==> config.mk <==
export PLATFORM = sky130hd
export DESIGN_NAME = pspe_queue
export DESIGN_NICKNAME = d
export VERILOG_FILES = /design/src/hw/rtl/pair_spline_potential_eval_top_assert.svh /design/src/hw/rtl/pspe_pkg.sv /design/src/hw/rtl/pspe_queue.sv
export SDC_FILE = /design/constraint.sdc
export NUM_CORES = 1
export LEC_CHECK = 0
export BUFFER_PORTS_ARGS = -buffer_cell sky130_fd_sc_hd__clkbuf_2
export CORE_UTILIZATION = 35
export CTS_BUF_LIST = sky130_fd_sc_hd__clkbuf_4
export DETAILED_ROUTE_END_ITERATION = 8
export SETUP_SLACK_MARGIN = 0.2
export SKIP_CTS_REPAIR_TIMING = 1
export SKIP_LAST_GASP = 1
export SLEW_MARGIN = 20
export SYNTH_ARGS = -nofsm -noshare
export SYNTH_HDL_FRONTEND = slang
export SYNTH_SLANG_ARGS = --single-unit
==> constraint.sdc <==
create_clock -name clk -period 24.1 [get_ports clk]
set_input_delay 3.615 -clock clk [delete_from_list [all_inputs] [get_ports clk]]
set_output_delay 3.615 -clock clk [all_outputs]
set_load 0.02 [all_outputs]
==> src/hw/rtl/pair_spline_potential_eval_top_assert.svh <==
// ----------------------------------------------------------------------------
// Pair spline potential evaluator - assertion macros
// Concurrent assertion shorthands used by the top level.
// ----------------------------------------------------------------------------
`ifndef PAIR_SPLINE_POTENTIAL_EVAL_TOP_ASSERT_SVH
`define PAIR_SPLINE_POTENTIAL_EVAL_TOP_ASSERT_SVH

// Same-cycle implication, disabled during reset
`define PSPE_ASSERT_IMP(lbl, ck, rn, ante, cons) \
  lbl: assert property (@(posedge ck) disable iff (!rn) (ante) |-> (cons)) \
    else $error("pspe: implication check failed");

// Next-cycle implication, disabled during reset
`define PSPE_ASSERT_NXT(lbl, ck, rn, ante, cons) \
  lbl: assert property (@(posedge ck) disable iff (!rn) (ante) |=> (cons)) \
    else $error("pspe: next-cycle check failed");

`endif

==> src/hw/rtl/pspe_pkg.sv <==
// ----------------------------------------------------------------------------
// Pair spline potential evaluator - package
// Transaction types, configuration layout, queue entry and shared codes.
// ----------------------------------------------------------------------------
package pspe_pkg;

  // Atom type field is 4 bits, so at most 16 types can be addressed
  localparam int MAX_TYPES = 16;

  // Queue between front and back
  localparam int QUEUE_DEPTH = 8;
  localparam int QPTR_W      = 3;
  localparam int QCNT_W      = 4;

  // Configuration register indexes
  localparam int CFG_IDX_W = 4;
  localparam logic [CFG_IDX_W-1:0] CFG_GRID_ORIGIN      = 4'd0;
  localparam logic [CFG_IDX_W-1:0] CFG_GRID_INV_SPACING = 4'd1;
  localparam logic [CFG_IDX_W-1:0] CFG_POINTS_USED      = 4'd2;
  localparam logic [CFG_IDX_W-1:0] CFG_TYPE_COUNT       = 4'd3;

  // Configuration reset values
  localparam logic [31:0] RST_GRID_ORIGIN      = 32'd0;
  localparam logic [31:0] RST_GRID_INV_SPACING = 32'h0100_0000;
  localparam logic [12:0] RST_POINTS_USED      = 13'd2;
  localparam logic [4:0]  RST_TYPE_COUNT       = 5'd1;

  // Operation codes carried through the queue
  localparam logic [1:0] OP_NOP  = 2'd0;
  localparam logic [1:0] OP_LOAD = 2'd1;
  localparam logic [1:0] OP_EVAL = 2'd2;
  localparam logic [1:0] OP_ZERO = 2'd3;

  // Fraction value 1.0 in Q1.24
  localparam logic [24:0] KNOT_ONE = 25'h100_0000;

  // Width of a spline knot address before range check
  localparam int BASE_W = 24;

  typedef struct packed {
    logic              kind;
    logic [11:0]       table_address;
    logic signed [31:0] knot_value;
    logic signed [31:0] knot_slope;
    logic [31:0]       distance;
    logic [3:0]        type_a;
    logic [3:0]        type_b;
    logic [15:0]       scale;
  } in_item_t;

  typedef struct packed {
    logic signed [31:0] energy_term;
    logic signed [31:0] force_factor;
    logic               out_of_range;
  } out_item_t;

  typedef struct packed {
    logic [31:0] grid_origin;
    logic [31:0] grid_inv_spacing;
    logic [12:0] points_used;
    logic [4:0]  type_count;
  } cfg_t;

  typedef struct packed {
    logic [1:0]        op;
    logic [BASE_W-1:0] addr;
    logic [31:0]       value;
    logic [31:0]       slope;
    logic [24:0]       u;
    logic              flag;
    logic [31:0]       pair_dist;
    logic [15:0]       scale;
  } qent_t;

  typedef struct packed {
    logic [QCNT_W-1:0] count;
    logic              empty;
    logic              full;
  } q_stat_t;

endpackage

==> src/hw/rtl/pspe_queue.sv <==
// ----------------------------------------------------------------------------
// Pair spline potential evaluator - transaction queue
// Short FIFO that decouples the front end from the evaluation back end.
// ----------------------------------------------------------------------------
module pspe_queue (
  input  logic              clk,
  input  logic              rst_n,
  input  logic              push,
  input  pspe_pkg::qent_t   push_ent,
  input  logic              pop,
  output pspe_pkg::qent_t   head_ent,
  output pspe_pkg::q_stat_t stat
);

  pspe_pkg::qent_t                 ent_r [pspe_pkg::QUEUE_DEPTH];
  logic [pspe_pkg::QPTR_W-1:0]     wr_ptr_r;
  logic [pspe_pkg::QPTR_W-1:0]     rd_ptr_r;
  logic [pspe_pkg::QCNT_W-1:0]     count_r;
  logic [pspe_pkg::QCNT_W-1:0]     count_nxt;

  assign head_ent   = ent_r[rd_ptr_r];
  assign stat.count = count_r;
  assign stat.empty = (count_r == '0);
  assign stat.full  = (count_r == pspe_pkg::QCNT_W'(pspe_pkg::QUEUE_DEPTH));

  // Track occupancy
  always_comb begin
    count_nxt = count_r;
    if (push && !pop) begin
      count_nxt = count_r + 1'b1;
    end else if (pop && !push) begin
      count_nxt = count_r - 1'b1;
    end
  end

  always_ff @(posedge clk) begin
    if (!rst_n) begin
      wr_ptr_r <= '0;
      rd_ptr_r <= '0;
      count_r  <= '0;
    end else begin
      if (push) begin
        wr_ptr_r <= wr_ptr_r + 1'b1;
      end
      if (pop) begin
        rd_ptr_r <= rd_ptr_r + 1'b1;
      end
      count_r <= count_nxt;
    end
  end

  // Store entries
  always_ff @(posedge clk) begin
    if (push) begin
      ent_r[wr_ptr_r] <= push_ent;
    end
  end

endmodule

==> flow_metrics.tcl <==
set metrics [dict create \
    status "finished, violations left" \
    violations "DRC" \
    drt-total-wl_um 108000 \
    seq_area_um2 39700 \
    critPathKind "reg2out" \
    path_cells "buf_4, buf_16, buf_4, buf_4, mux4_1, mux2_2, clkbuf_2" \
    setup_viol 0 \
    syn-cell-area_um2 50800 \
    first_iter_violations 1460 \
    crit_arrival_ns 5.56 \
    pin_count 338 \
    pre_cts_slack_ns 15.77 \
    final-hold-violation-count 0 \
    end_kind "primary output" \
    cts_buffer_depth 4 \
    maxCapViolations 0 \
    worstHoldStart "count_r[3]$_SDFFE_PN0P_" \
    whs_endpoint "count_r[3]$_SDFFE_PN0P_" \
    grt_setup_unrepaired "false" \
    synth_top_cells_by_area "edfxtp_1 (78%), mux4_1 (11%), mux4_2 (5.5%)" \
    gp_congestion 0.692 \
    crit_top_cell "buf_4" \
    fin_crit_ns 9.18 \
    r2r-start "wr_ptr_r[0]$_SDFFE_PN0P_" \
    power_uw 4890 \
    holdPathStages 2 \
    fin_cells 4745 \
    finClkSkew_ns 0.0853 \
    finalSetupTns_ns 0 \
    min_period_over_period 0.381 \
    grt_max_degree 144 \
    core_um2 144000 \
    yosysMostFrequentCell "edfxtp_1" \
    p_leak_uw 0.0194 \
    drc_errors 36 \
    yosysTopAreaCell "edfxtp_1" \
    dp_cells 4155 \
    hold_path_class "reg2reg" \
    r2r_end "ent_r[5][119]$_DFFE_PP_" \
    cp-start-kind "flip-flop" \
    synthCells 1964 \
    cts.htree.levels 5 \
    n_fill_cell 12600 \
    final_nets 2780 \
    fp-row-count 139 \
    r2r_cells 4 \
    ys_warn_count 0 \
    antenna_found_initial 17 \
    slew_viol_final 0 \
    worstPathRequired_ns 20.48 \
    p_per_area_nw_per_um2 83.3 \
    synthTopCellsByCount "edfxtp_1 (1312), mux4_1 (203), mux2_2 (164), mux4_2 (125), clkbuf_1 (41)" \
    root_buffer "clkbuf_4" \
    num_vias 23200 \
    tightest_slew_ns 1.04 \
    ys_seq_area_frac 0.781 \
    die_x_um 383 \
    wire_per_inst_um 22.7 \
    synth_edf_count 1312 \
    syn_area_per_cell_um2 25.9 \
    track_usage 0.147 \
    avgViaCountPerCell 4.89 \
    clock_latency_ns 1.25 \
    clock-sinks 1325 \
    synth_top_area_share 0.776 \
    die_h_um 383 \
    async_flop_share 0 \
    yosys_register_bits 1325 \
    clkTransAtPathRegs_ns 0.06 \
    start_util 0.353 \
    wl_met1_um 43900 \
    drt-pass1-iter-count 7 \
    cts_tree "yes" \
    dieArea_um2 147000 \
    wl_met3_um 6640 \
    crit_path_max_fanout 42 \
    max_stage_delay_ns 0.86 \
    dp_hpwl_um 57900 \
    synth_top_flop_cell "edfxtp_1" \
    slew_headroom 0.309 \
    fin_ws_ns 14.92 \
    grt_pass1_wl_um 158000 \
    peakVddDrop_mv 0.0444 \
    syn-num-nets 2138 \
    port_buffers 337 \
    ys_types 30 \
    highest_layer "met5" \
    cts_inserted_buffers 351 \
    drive_gt1_frac 0.423 \
    multi_input_area_um2 10400 \
    routed-wl-met2_um 55200 \
    area_delta_synth_final_pct 15.6 \
    grt_pass1_vias 25200 \
    fmax_mhz 109 \
    r2r_slack_ns 21.24 \
    antenna_left 0 \
    crit_slowest_cell "dfxtp_4" \
    overflow 0 \
]
## sequential cells by signal (all words and copies together), names as in the netlist, named ones only
name      count
count_r       4
ent_r      1312
rd_ptr_r      3
wr_ptr_r      3
## critical path, delay by kind of cell (launching register included)
family | cells | cell delay (ns)
buffers and inverters | 5 | 2.36
flip-flops | 1 | 0.86
multiplexers | 2 | 0.93
## where the power goes
part	internal [uW]	switching, uW
clock	981	860
sequential	2590	20.7
combinational	185	249
## stage by stage
step / hold WS [ns] / area (um2) / util
CTS: 0.546 / 58700 / 0.408
global route: 0.571 / 58700 / 0.408
global placement: 0.484 / 54500 / 0.379
floorplan: 0.512 / 50800 / -
detailed placement: 0.535 / 54500 / 0.379
finish: 0.548 / 58700 / 0.408
## cell families after synthesis
group | Yosys count | share of synthesized area
AO/OA/AOI/OAI | 4 | 0.000468
XOR/XNOR | 6 | 0.00103
adder cells (fa/ha/maj) | 6 | 0.00163
buffers and inverters | 95 | 0.0151
flip-flops | 1325 | 0.781
multiplexers | 496 | 0.198
AND/OR/NAND/NOR | 32 | 0.00328
## how the worst max path moves through the flow
stage                    from                     to  slack, ns  depth (start not counted)
CTS                 flip-flop          head_ent[135]      14.26                          6
detailed placement  flip-flop          head_ent[135]      15.77                          6
global route        flip-flop          head_ent[128]      14.38                          7
global placement    flip-flop          head_ent[127]      15.88                          6
finish              flip-flop          head_ent[117]      14.92                          7
floorplan                push  ent_r[0][0]$_DFFE_PP_       8.45                          2
## routing by layer
layer	vias to the layer above	GRT usage
met1	12200	0.180
met5	-	0
met4	26	0.0493
met3	178	0.0455
met2	658	0.247
li1	10200	-
## layout by cell type (no fill, tap or decap), types with 2 or more instances in the layout
| master | Yosys | layout |
|---|---|---|
| ha_1 | 5 | 5 |
| clkinv_1 | 0 | 63 |
| nand2_1 | 6 | 6 |
| mux4_1 | 203 | 203 |
| dfxtp_4 | 0 | 3 |
| edfxtp_1 | 1312 | 1312 |
| xor2_1 | 2 | 2 |
| buf_4 | 0 | 43 |
| diode_2 | 0 | 12 |
| clkbuf_2 | 0 | 337 |
| nor3_2 | 0 | 2 |
| mux2_2 | 164 | 164 |
| nor2b_1 | 3 | 3 |
| xnor2_1 | 4 | 4 |
| nand2b_1 | 4 | 4 |
| mux2i_1 | 4 | 4 |
| inv_1 | 2 | 2 |
| clkinv_2 | 0 | 19 |
| mux4_2 | 125 | 125 |
| clkbuf_4 | 0 | 481 |
| nor2_4 | 0 | 6 |
| inv_2 | 0 | 6 |
| and2_1 | 7 | 7 |
| dfxtp_1 | 13 | 10 |
| bufinv_16 | 0 | 6 |
## cell type report
class                           instances  share of cell area
Timing Repair Buffer                  382              0.0350
Clock inverter                         96             0.00938
Multi-Input combinational cell        544               0.177
Antenna cell                           12            0.000511
Clock buffer                          481              0.0615
Inverter                                2            0.000128
Sequential cell                      1325               0.676
Tap cell                             1903              0.0405
No activity file was read; power rests on OpenSTA's default activity.
