--- src/hw/rtl/pair_spline_potential_eval_top_assert.svh ---
// ----------------------------------------------------------------------------
// Pair spline potential evaluator - assertion macros
// Concurrent assertion shorthands used by the top level.
// ----------------------------------------------------------------------------
`ifndef PAIR_SPLINE_POTENTIAL_EVAL_TOP_ASSERT_SVH
`define PAIR_SPLINE_POTENTIAL_EVAL_TOP_ASSERT_SVH

// Same-cycle implication, disabled during reset
`define PSPE_ASSERT_IMP(lbl, ck, rn, ante, cons) \
  lbl: assert property (@(posedge ck) disable iff (!rn) (ante) |-> (cons)) \
    else $error("pspe: implication check failed");

// Next-cycle implication, disabled during reset
`define PSPE_ASSERT_NXT(lbl, ck, rn, ante, cons) \
  lbl: assert property (@(posedge ck) disable iff (!rn) (ante) |=> (cons)) \
    else $error("pspe: next-cycle check failed");

`endif

--- src/hw/rtl/pspe_pkg.sv ---
// ----------------------------------------------------------------------------
// Pair spline potential evaluator - package
// Transaction types, configuration layout, queue entry and shared codes.
// ----------------------------------------------------------------------------
package pspe_pkg;

  // Atom type field is 4 bits, so at most 16 types can be addressed
  localparam int MAX_TYPES = 16;

  // Queue between front and back
  localparam int QUEUE_DEPTH = 8;
  localparam int QPTR_W      = 3;
  localparam int QCNT_W      = 4;

  // Configuration register indexes
  localparam int CFG_IDX_W = 4;
  localparam logic [CFG_IDX_W-1:0] CFG_GRID_ORIGIN      = 4'd0;
  localparam logic [CFG_IDX_W-1:0] CFG_GRID_INV_SPACING = 4'd1;
  localparam logic [CFG_IDX_W-1:0] CFG_POINTS_USED      = 4'd2;
  localparam logic [CFG_IDX_W-1:0] CFG_TYPE_COUNT       = 4'd3;

  // Configuration reset values
  localparam logic [31:0] RST_GRID_ORIGIN      = 32'd0;
  localparam logic [31:0] RST_GRID_INV_SPACING = 32'h0100_0000;
  localparam logic [12:0] RST_POINTS_USED      = 13'd2;
  localparam logic [4:0]  RST_TYPE_COUNT       = 5'd1;

  // Operation codes carried through the queue
  localparam logic [1:0] OP_NOP  = 2'd0;
  localparam logic [1:0] OP_LOAD = 2'd1;
  localparam logic [1:0] OP_EVAL = 2'd2;
  localparam logic [1:0] OP_ZERO = 2'd3;

  // Fraction value 1.0 in Q1.24
  localparam logic [24:0] KNOT_ONE = 25'h100_0000;

  // Width of a spline knot address before range check
  localparam int BASE_W = 24;

  typedef struct packed {
    logic              kind;
    logic [11:0]       table_address;
    logic signed [31:0] knot_value;
    logic signed [31:0] knot_slope;
    logic [31:0]       distance;
    logic [3:0]        type_a;
    logic [3:0]        type_b;
    logic [15:0]       scale;
  } in_item_t;

  typedef struct packed {
    logic signed [31:0] energy_term;
    logic signed [31:0] force_factor;
    logic               out_of_range;
  } out_item_t;

  typedef struct packed {
    logic [31:0] grid_origin;
    logic [31:0] grid_inv_spacing;
    logic [12:0] points_used;
    logic [4:0]  type_count;
  } cfg_t;

  typedef struct packed {
    logic [1:0]        op;
    logic [BASE_W-1:0] addr;
    logic [31:0]       value;
    logic [31:0]       slope;
    logic [24:0]       u;
    logic              flag;
    logic [31:0]       pair_dist;
    logic [15:0]       scale;
  } qent_t;

  typedef struct packed {
    logic [QCNT_W-1:0] count;
    logic              empty;
    logic              full;
  } q_stat_t;

endpackage

--- src/hw/rtl/pspe_front.sv ---
// ----------------------------------------------------------------------------
// Pair spline potential evaluator - front end
// Accepts transactions, maps distance to knot and fraction, orders the atom
// types into a spline index and classifies each transaction for the queue.
// ----------------------------------------------------------------------------
module pspe_front #(
  parameter int TABLE_DEPTH = 4096
) (
  input  logic               clk,
  input  logic               rst_n,
  input  pspe_pkg::cfg_t     cfg,
  input  logic               in_accept,
  input  pspe_pkg::in_item_t in_data,
  output logic               push,
  output pspe_pkg::qent_t    push_ent,
  output logic [1:0]         inflight
);

  logic               s1_vld_r;
  pspe_pkg::in_item_t s1_item_r;

  logic               s2_vld_r;
  pspe_pkg::in_item_t s2_item_r;
  logic [63:0]        s2_t_r;
  logic               s2_below_r;
  logic               s2_tbad_r;
  logic [9:0]         s2_k_r;

  logic               s3_vld_r;
  pspe_pkg::in_item_t s3_item_r;
  logic [22:0]        s3_kp_r;
  logic [12:0]        s3_knot_r;
  logic [24:0]        s3_u_r;
  logic               s3_flag_r;
  logic               s3_tbad_r;

  // Stage 1: grid offset, product, type ordering
  logic [31:0] diff;
  logic        below;
  logic [63:0] t_prod;
  logic [3:0]  ti;
  logic [3:0]  tj;
  logic        tbad;
  logic [9:0]  nti;
  logic [9:0]  tri_cnt;
  logic [9:0]  k_idx;

  always_comb begin
    below = s1_item_r.distance < cfg.grid_origin;
    diff  = s1_item_r.distance - cfg.grid_origin;
    if (s1_item_r.type_a > s1_item_r.type_b) begin
      ti = s1_item_r.type_b;
      tj = s1_item_r.type_a;
    end else begin
      ti = s1_item_r.type_a;
      tj = s1_item_r.type_b;
    end
    tbad    = ({1'b0, tj} >= cfg.type_count) || (int'(tj) >= pspe_pkg::MAX_TYPES);
    nti     = 10'(cfg.type_count) * 10'(ti);
    tri_cnt = (10'(ti) * (10'(ti) - 10'd1)) >> 1;
    k_idx   = nti - tri_cnt + 10'(tj) - 10'(ti);
  end

  assign t_prod = 64'(diff) * 64'(cfg.grid_inv_spacing);

  // Stage 2: knot, fraction and range flag
  logic [12:0] p_eff;
  logic [12:0] pm1;
  logic [15:0] ip;
  logic [12:0] knot;
  logic [24:0] u_frac;
  logic        flag;
  logic [22:0] kp;

  always_comb begin
    p_eff = (cfg.points_used < 13'd2) ? 13'd2 : cfg.points_used;
    pm1   = p_eff - 13'd1;
    ip    = s2_t_r[63:48];
    if (s2_below_r) begin
      knot   = 13'd0;
      u_frac = 25'd0;
      flag   = 1'b1;
    end else if (ip >= 16'(pm1)) begin
      knot   = p_eff - 13'd2;
      u_frac = pspe_pkg::KNOT_ONE;
      flag   = (ip > 16'(pm1)) || (s2_t_r[47:0] != 48'd0);
    end else begin
      knot   = ip[12:0];
      u_frac = {1'b0, s2_t_r[47:24]};
      flag   = 1'b0;
    end
    kp = 23'(s2_k_r) * 23'(p_eff);
  end

  // Stage 3: knot address, range check, classify
  logic [pspe_pkg::BASE_W-1:0] base;
  logic                        base_bad;

  always_comb begin
    base     = pspe_pkg::BASE_W'(s3_kp_r) + pspe_pkg::BASE_W'(s3_knot_r);
    base_bad = base >= pspe_pkg::BASE_W'(TABLE_DEPTH - 1);
    push_ent.value     = s3_item_r.knot_value;
    push_ent.slope     = s3_item_r.knot_slope;
    push_ent.u         = s3_u_r;
    push_ent.pair_dist = s3_item_r.distance;
    push_ent.scale     = s3_item_r.scale;
    push_ent.addr      = base;
    push_ent.flag      = 1'b0;
    if (!s3_item_r.kind) begin
      push_ent.addr = pspe_pkg::BASE_W'(s3_item_r.table_address);
      if (int'(s3_item_r.table_address) < TABLE_DEPTH) begin
        push_ent.op = pspe_pkg::OP_LOAD;
      end else begin
        push_ent.op = pspe_pkg::OP_NOP;
      end
    end else if (s3_item_r.scale == 16'd0) begin
      push_ent.op = pspe_pkg::OP_ZERO;
    end else if (s3_tbad_r || base_bad) begin
      push_ent.op   = pspe_pkg::OP_ZERO;
      push_ent.flag = 1'b1;
    end else begin
      push_ent.op   = pspe_pkg::OP_EVAL;
      push_ent.flag = s3_flag_r;
    end
  end

  assign push     = s3_vld_r;
  assign inflight = 2'(s1_vld_r) + 2'(s2_vld_r) + 2'(s3_vld_r);

  // Advance valid bits every cycle; the queue credit guarantees room
  always_ff @(posedge clk) begin
    if (!rst_n) begin
      s1_vld_r <= 1'b0;
      s2_vld_r <= 1'b0;
      s3_vld_r <= 1'b0;
    end else begin
      s1_vld_r <= in_accept;
      s2_vld_r <= s1_vld_r;
      s3_vld_r <= s2_vld_r;
    end
  end

  // Payload stages
  always_ff @(posedge clk) begin
    s1_item_r  <= in_data;
    s2_item_r  <= s1_item_r;
    s2_t_r     <= t_prod;
    s2_below_r <= below;
    s2_tbad_r  <= tbad;
    s2_k_r     <= k_idx;
    s3_item_r  <= s2_item_r;
    s3_kp_r    <= kp;
    s3_knot_r  <= knot;
    s3_u_r     <= u_frac;
    s3_flag_r  <= flag;
    s3_tbad_r  <= s2_tbad_r;
  end

endmodule

--- config.mk ---
export PLATFORM = sky130hd
export DESIGN_NAME = pspe_front
export DESIGN_NICKNAME = d
export VERILOG_FILES = /design/src/hw/rtl/pair_spline_potential_eval_top_assert.svh /design/src/hw/rtl/pspe_pkg.sv /design/src/hw/rtl/pspe_front.sv
export SDC_FILE = /design/constraint.sdc
export NUM_CORES = 2
export LEC_CHECK = 0
export ABC_AREA = 1
export BUFFER_PORTS_ARGS = -buffer_cell sky130_fd_sc_hd__buf_2
export CORE_UTILIZATION = 38
export DETAILED_ROUTE_END_ITERATION = 8
export GPL_ROUTABILITY_DRIVEN = 1
export PLACE_DENSITY = 0.6
export SYNTH_ARGS = -nofsm -noshare
export SYNTH_HDL_FRONTEND = slang
export SYNTH_SLANG_ARGS = --single-unit
export TNS_END_PERCENT = 5
--- constraint.sdc ---
create_clock -name clk -period 12.1 [get_ports clk]
set_clock_uncertainty 0.05 [all_clocks]
set_input_delay 1.815 -clock clk [delete_from_list [all_inputs] [get_ports clk]]
set_output_delay 1.815 -clock clk [all_outputs]
set_load 0.05 [all_outputs]
==> metrics.cfg <==
[run_status]
status=finished, final reports clean

[cts]
insertion_delay_ns=0.69
cts_buffers=54
ctsLongestPathBuffers=3
cts-root-buf=clkbuf_16
cts_max_level=2
path_clk_slew_ns=0.06
tritoncts=built
ctsHoldBuffers=0
clock_sinks=525
cts_resized=0
post_cts_buffers=0

[detailed_routing]
drt-total-wl_um=179000
viasPerCell=5.02
firstDrtPassIters=6
wire_per_inst_um=20.7
antenna_left=0
drc=0
vias=43300
drt-initial-drc-count=3400

[sta]
timing.slew.headroom_pct=29.8
finalSetupViolCount=0
holdWs_ns=0.245
tns_ns=0
max_freq_mhz=89.4
rsz0062_at_grt=false
period_share_pct=92.5
tightest_slew_ns=1.05
hold_viol_final=0
drv_slew=0
min_period_ns=11.19

[hold_path]
holdCritPathClass=flip-flop to flip-flop

[global_route]
grt_pass1_vias=45700
grt_pass1_wl_um=274000
antenna_found_initial=5
grt_max_degree=33
overflow=0
grt_usage_pct=24.6

[logic_synthesis]
ys_ff_latch=525
yosys.area_share.simple_pct=16.4
synthXorXnorAreaFrac_pct=1.70
syn_area_um2=55800
synthAdderAreaFrac_pct=46.1
synth_compound_area_share_pct=3.97
synth_area_per_cell_um2=8.63
seq_area_frac_synth_pct=18.8
synthesis.nets=8132
yosys_warnings=0
synth_top_family_by_area=adder cells
postSynthCellCount=6464
yosysUniqueCellTypes=53
muxShareOfSynthArea_pct=0

[floorplanning]
ioPinCount=385
fp-row-count=140
die_y_um=385
initial_core_util_pct=38.3
die-area_um2=148000
die_x_um=385
coreArea_um2=146000

[critical_path]
cp_max_fo=14
start_kind=primary input
worst_path_most_repeated_cell=fa_1
max_stage_delay_ns=0.76
cp.required_ns=12.64
worstPathArrival_ns=11.73
worstSetupPathType=primary input to flip-flop
critPathSlowestCell=nand2_1
worstSetupEndpointType=flip-flop

[finish]
fillerInstances=14600
drive_gt1_share_pct=9.75
fin_nets=8332
area_growth_pct=9.22
stdcell_count=8629

[place]
dpl.cell_count=8525
place_congestion=0.994
port_buffers=384
place_hpwl_um=146000

[run]
maxCapViolCount=0

state kept, by name (all words and copies together) (netlist names), 10 cells and up:
| signal | cells |
|---|---|
| push_ent | 112 |
| s1_item_r | 133 |
| s2_item_r | 125 |
| s2_k_r | 10 |
| s2_t_r | 64 |
| s3_item_r | 13 |
| s3_knot_r | 13 |
| s3_kp_r | 23 |
| s3_u_r | 25 |
layout make-up:
cell class	count	area [um2]	area share [%]
Multi-Input combinational cell	4169	38100	62.5
Sequential cell	525	10500	17.3
Inverter	1440	5410	8.87
Timing Repair Buffer	474	2610	4.29
Tap cell	1917	2400	3.94
Clock buffer	69	1510	2.48
Clock inverter	33	420	0.690
Antenna cell	2	5.00	0.00822
kinds of logic after synthesis:
group,after synthesis
and+or+nand+nor,2225
AOI/OAI and AO/OA,386
xor gates and xnor gates,108
adders and majority gates,1450
DFF,525
buffers and inverters,1770
worst max-delay path: cells and delay by family:
| family | cells | cell delay, ns |
|---|---|---|
| adder cells (fa/ha/maj) | 11 | 5.04 |
| buffers and inverters | 8 | 0.56 |
| XOR/XNOR | 1 | 0.25 |
| AND/OR/NAND/NOR | 14 | 3.56 |
| AO/OA/AOI/OAI | 3 | 0.49 |
path summary, 6_finish.rpt:
| check | from | endpoint | slack [ns] | cells after the start |
|---|---|---|---|---|
| worst min-delay path | s1_item_r[58]$_DFF_P_ | s2_item_r[58]$_DFF_P_ | 0.25 | 0 |
| worst max register to register | s1_item_r[24]$_DFF_P_ | s2_t_r[43]$_DFF_P_ | 1.84 | 37 |
| worst min register to register | s1_item_r[58]$_DFF_P_ | s2_item_r[58]$_DFF_P_ | 0.25 | 0 |
| worst max-delay path | cfg[50] | s2_t_r[43]$_DFF_P_ | 0.91 | 37 |
cell usage in the layout (no fill, tap or decap), drive strengths merged, types with 23 or more instances in the layout:
master,netlist,routed
inv,1425,1434
fa,1010,1010
nand2,975,975
nor2,846,846
dfxtp,525,525
buf,187,474
ha,440,440
nand3,285,285
a21oi,169,169
o21ai,111,111
xor2,72,72
clkbuf,143,69
xnor2,36,36
nor3,35,35
a31oi,30,30
clkinv,15,29
or2,26,26
o21bai,23,23
metal layers:
layer | GRT usage, % | part of all wire [%] | up-vias
met4 | 10.2 | 4.7 | 12
li1 | - | - | 19500
met2 | 38.7 | 44 | 2035
met1 | 31.8 | 41 | 21400
met5 | 0 | 0.13 | -
met3 | 6.69 | 10 | 379
synthesized netlist by cell type, drive strengths merged:
master / instances / share of area, %
o31ai: 1 / 0.013
buf: 187 / 2.3
xor2: 72 / 1.1
a31oi: 30 / 0.36
clkbuf: 143 / 0.96
inv: 1425 / 9.6
or2: 26 / 0.29
a211oi: 4 / 0.054
fa: 1010 / 36
nand4: 22 / 0.25
nor4: 22 / 0.27
and3: 2 / 0.022
ha: 440 / 9.9
dfxtp: 525 / 19
o21bai: 23 / 0.31
o211ai: 14 / 0.20
nand3: 285 / 2.6
a21o: 18 / 0.24
nor3: 35 / 0.32
xnor2: 36 / 0.57
a41oi: 1 / 0.016
nor2: 846 / 5.9
o21ai: 111 / 1.0
a21boi: 1 / 0.013
nand3b: 11 / 0.15
a221oi: 2 / 0.031
a31o: 2 / 0.031
a21oi: 169 / 1.5
nand2: 975 / 6.7
o21a: 8 / 0.11
nand2b: 1 / 0.011
o2111ai: 2 / 0.031
clkinv: 15 / 0.10
metrics by stage:
stage               cell area [um2]  setup slack, ns  util [%]
finish                        60900            0.908      41.8
global route                  60900            0.518      41.8
CTS                           60900             1.18      41.8
detailed placement            59000            0.449      40.5
global placement              59000            0.449      40.5
floorplan                     55800             2.83         -
Power is not shown: default switching activity piles up to over one toggle a cycle in this logic, so the estimate is an artifact.
